### src/hdl/fre_ram.sv
// ----------------------------------------------------------------------------
// fre_ram: generic simple dual-port RAM
// One write port, one read port with registered read data.
// ----------------------------------------------------------------------------
module fre_ram #(
   parameter int WIDTH = 8,
   parameter int DEPTH = 256
) (
   input  logic                     clock,
   input  logic                     wr_en,
   input  logic [$clog2(DEPTH)-1:0] wr_addr,
   input  logic [WIDTH-1:0]         wr_data,
   input  logic                     rd_en,
   input  logic [$clog2(DEPTH)-1:0] rd_addr,
   output logic [WIDTH-1:0]         rd_data
);

   logic [WIDTH-1:0] mem [DEPTH];

   // write port
   always_ff @(posedge clock) begin
      if (wr_en) begin
         mem[wr_addr] <= wr_data;
      end
   end

   // registered read, hold data while not enabled
   always_ff @(posedge clock) begin
      if (rd_en) begin
         rd_data <= mem[rd_addr];
      end
   end

endmodule

### config.mk
export PLATFORM = sky130hd
export DESIGN_NAME = fre_ram
export DESIGN_NICKNAME = d
export VERILOG_FILES = /design/src/hdl/fre_ram.sv
export SDC_FILE = /design/constraint.sdc
export NUM_CORES = 2
export LEC_CHECK = 0
export BUFFER_PORTS_ARGS = -buffer_cell sky130_fd_sc_hd__buf_2
export CORE_ASPECT_RATIO = 1.5
export CORE_MARGIN = 3
export CORE_UTILIZATION = 35
export CTS_CLUSTER_DIAMETER = 150
export CTS_CLUSTER_SIZE = 14
export DETAILED_ROUTE_END_ITERATION = 7
export MAX_ROUTING_LAYER = met4
export PLACE_DENSITY = 0.49
export SLEW_MARGIN = 20
export SYNTH_ARGS = -nofsm -noshare
export SYNTH_HDL_FRONTEND = slang
export SYNTH_SLANG_ARGS = --single-unit
### constraint.sdc
create_clock -name clock -period 2.9 [get_ports clock]
set_clock_uncertainty 0.1 [all_clocks]
set_input_delay 0.87 -clock clock [delete_from_list [all_inputs] [get_ports clock]]
set_output_delay 0.87 -clock clock [all_outputs]
set_load 0.005 [all_outputs]
# Yosys cells after proc, flatten, opt, wreduce, memory -nomap -nowiden
# Memories as Yosys holds them, arrays and structs flattened. A register that Yosys moved wholly into a read port is not among the register bits.
# Index checks and enable logic that the tools add are counted.
[totals] mem_count=1 out_inout_bits=8 mem_bits_rw=2048 reg_bits=0 input_bits=27 elab_cells=3
[mem_list] name="mem" depth=256 word_bits=8 read_ports=1 rd_ports_with_merged_regs=1 write_ports=1 line="18" text="logic [WIDTH-1:0] mem [DEPTH];"
[classes] mux=2
[op_table] op="2-to-1 mux 1 bit" n=2

# Longest topological paths before layout
[logic_depth] ltp_word=2 mapped_depth=11 depth_no_buf=6

# Least setup slack after synthesis
# No wires, ideal clock.
[synth_timing] kind="input to register" startpoint="input port rd_addr[0]" endpoint="register rd_data[2] (read register of mem) (data pin)" arrival_time_ns=2.677 path_stages=9 path_slack_ns=-0.146 required_time_ns=2.531 n_path_buf=4 cell_sequence="buf_6 buf_12 buf_8 buf_2 mux4_2 a22oi_1 a21oi_1 nor4_1 nor4_2"
[synth_rtl] element="from (decl)" line="14" text="input logic [$clog2(DEPTH)-1:0] rd_addr,"
[synth_rtl] element="to (decl)" line="15" text="output logic [WIDTH-1:0] rd_data"

==> results.yml <==
timing:
  min_period_ns: 2.94
  setup_slack_ns: -0.0397
  slew_violations: 0
  period_share: 1.01
  relSlewSlack: 0.518
  rsz0062_at_grt: "yes"
  hold_viol: 0
  fmax_mhz: 340
  setup_violations: 1
  finalSetupTns_ns: -0.0397
  worst_pin_slew_ns: 0.722
layout:
  areaGrowthSynthToFinish_pct: 18.6
  drive_gt1_frac: 0.339
  fin_util: 0.419
  postLayoutCellArea_um2: 94400
  nNetsFinal: 4527
  final_cells: 7526
cts:
  clock_path_buffers: 4
  insertion_delay_ns: 0.84
  numCtsBuffers: 172
  htreeDepth: 4
  path_clk_slew_ns: 0.07
  cts_tree: "done"
  clock_sinks: 2056
  root_buffer: "clkbuf_16"
grt:
  grt_overflow: 0
  grt_pass1_wl_um: 318000
  grt_pass1_vias: 42100
  grt_antenna_before_repair: 18
  grt_start_max_net_pins: 87
  grtUsageTotal: 0.196
logic_synthesis:
  synth-seq-area-share: 0.775
  synth_top_area_share: 0.775
  synth.net_count: 3760
  ys_warn_count: 0
  yosysTopAreaCell: "edfxtp_1"
  synth-edff-count: 2056
  ys_top_cells_by_area: "edfxtp_1 (78%), mux4_2 (13%), mux2i_1 (1.7%), nor2_1 (1.3%), a22oi_1 (1.3%)"
  synth_seq_cells: 2056
  async_flop_share: 0
  yosysMostFrequentCell: "edfxtp_1"
  ys_types: 54
  syn_inst: 3733
  syn_avg_cell_area_um2: 21.3
  netlist_area_um2: 79600
  yosys-top-cells-count: "edfxtp_1 (2056), mux4_2 (454), nor2_1 (282)"
  synth_flop_cell: "edfxtp_1"
setup_path:
  critPathArrivalTime_ns: 3.43
  r2r_cells: 8
  cp_slowest_stage_delay_ns: 0.53
  crit_start: "rd_addr[0]"
  path_cells: "buf_16 > buf_16 > buf_12 > buf_4 > mux4_2 > a22o_1 > nor3_2 > buf_4 > a21oi_1 > a22oi_2 > buf_4 > nor4_2"
  endpoint: "rd_data[6]"
  crit_type: "in -> reg"
  path_delay_family: "buffers and inverters"
  path_depth: 12
  r2r_start: "mem[83][5]"
  critPathSlowestCell: "mux4_2"
  path_buf_inv: 6
  rrSetupSlack_ns: 0.25
  crit_required_ns: 3.40
  path_common_cell: "buf_4"
  end_kind: "flip-flop"
  start_kind: "primary input"
  worst_r2r_endpoint: "rd_data[5]"
  worst-path-max-fanout: 18
outcome:
  failed_checks: "negative setup slack"
  outcome: "finished with violations"
power:
  p_leak_nw: 30.2
  power.density_nw_per_um2: 606
  p_int_mw: 44.9
  p_sw_mw: 12.2
  netSwitchingFraction: 0.214
  clock_power_share: 0.361
  comb_power_share: 0.065
  pwr-share-seq: 0.573
  peakVddDrop_mv: 0.510
  total_power_mw: 57.2
floorplan:
  fp.dieW_um: 395
  dieArea_um2: 233000
  fp-row-count: 213
  start_util: 0.353
  pin_count: 35
  fp.dieH_um: 590
  core_um2: 225000
detailed_routing:
  routed_wl_um: 224000
  remaining_drc_errors: 0
  num_vias: 40100
  detail-route-antenna-nets: 0
  wl_per_cell_um: 29.7
  vias_per_cell: 5.33
  drt_iter0_drc: 3491
  dr.pass1.iters: 7
job:
  maxCapViolations: 0
placed_design:
  place.gp.congestion: 0.847
  dp.cells: 7334
  placed_cell_area_um2: 89700
  hpwl_um: 152000
  portBuffers: 34
min_path:
  hold_path.class: "in -> reg"
[worst min-delay path by stage]
stage / from / endpoint / slack (ns) / cells past startpoint
after detailed placement: mem[32][5] / rd_data[5] / 1.13 / 8
after global routing: wr_data[7] / mem[55][7] / 0.33 / 1
after floorplan: mem[40][3] / rd_data[3] / 0.76 / 6
after global placement: mem[50][2] / rd_data[2] / 1.11 / 5
after CTS: wr_data[7] / mem[35][7] / 0.30 / 1
final: wr_data[7] / mem[55][7] / 0.35 / 1
[layer usage]
metal	wire length, um	GRT usage	vias up
met5	0	-	-
met4	7480	0.0599	0
li1	-	-	17100
met2	121000	0.349	883
met1	86900	0.233	21800
met3	8730	0.0207	312
[worst reg2reg max path: stages (launching register included)]
cell and delay [ns]:
edfxtp_1 0.36, mux4_2 0.50, a22o_1 0.27, a221oi_2 0.30
buf_4 0.19, o32ai_2 0.09, nor3_4 0.34, buf_4 0.20
nor4_1 0.05
[sequential cells by signal, summed over array words and instances (netlist names)]
name     count
mem       2048
rd_data      8
[final cells by class]
| cell class | instances | area (um^2) |
|---|---|---|
| fill | 20000 | 131000 |
| sequential | 2056 | 61700 |
| multi-input combinational | 1442 | 16800 |
| timing repair buffer | 826 | 7630 |
| clock buffer | 175 | 4380 |
| tap | 3010 | 3770 |
| clock inverter | 4 | 30.0 |
| antenna | 11 | 27.5 |
| inverter | 2 | 7.51 |
[repair_timing]
action                     CTS  global route
hold buffers                 0             0
gates resized for setup     39            18
pin swaps                    3             1
setup endpoints to repair    7             8
buffers inserted             2             0
gates cloned                 0             0
[stage by stage]
| stage | setup slack, ns | hold WS, ns |
|---|---|---|
| final | -0.0397 | 0.350 |
| after floorplan | -0.0274 | 0.764 |
| after detailed placement | -1.48 | 1.13 |
| after CTS | 0.000274 | 0.297 |
| after global routing | -0.0197 | 0.329 |
| after global placement | -1.50 | 1.11 |
[power by group through the flow]
stage / registers [mW] / logic [mW] / clock network (mW)
floorplan: 33.4 / 1.64 / 0
global placement: 33.4 / 3.73 / 0
detailed placement: 33.4 / 3.75 / 0
CTS: 32.8 / 3.81 / 21.2
global route: 32.8 / 3.95 / 22.2
finish: 32.8 / 3.74 / 20.7
[cell usage in the layout (no fill, tap or decap), drive strengths merged, types with 2 or more instances in the layout]
master,netlist,layout
o21ai,12,12
o221ai,47,47
or2,4,4
and2,6,6
nor3,22,22
a311oi,2,2
o22ai,28,28
nor2,282,282
a31oi,2,2
diode,0,11
buf,122,826
nand2b,8,8
nor2b,31,31
nand4,10,10
nand3,34,34
o211ai,10,10
o32ai,5,5
a21oi,96,96
and3b,2,2
clkbuf,111,175
o22a,5,5
inv,1,5
nand3b,2,2
edfxtp,2056,2056
a2111oi,5,5
a221oi,14,14
nand2,33,33
a22oi,133,133
a22o,8,8
mux2i,134,134
nor4,27,27
mux4,456,456
a211oi,16,16
[cell families (layout without fill, tap and decap cells)]
group	Yosys count	in the layout	share of synthesized area
buf+inv	235	1007	0.0183
compound gates	385	385	0.0342
mux	591	591	0.146
simple gates	466	466	0.0263
other cells	0	11	0
flops	2056	2056	0.775
No activity file was read; power rests on OpenSTA's default activity.
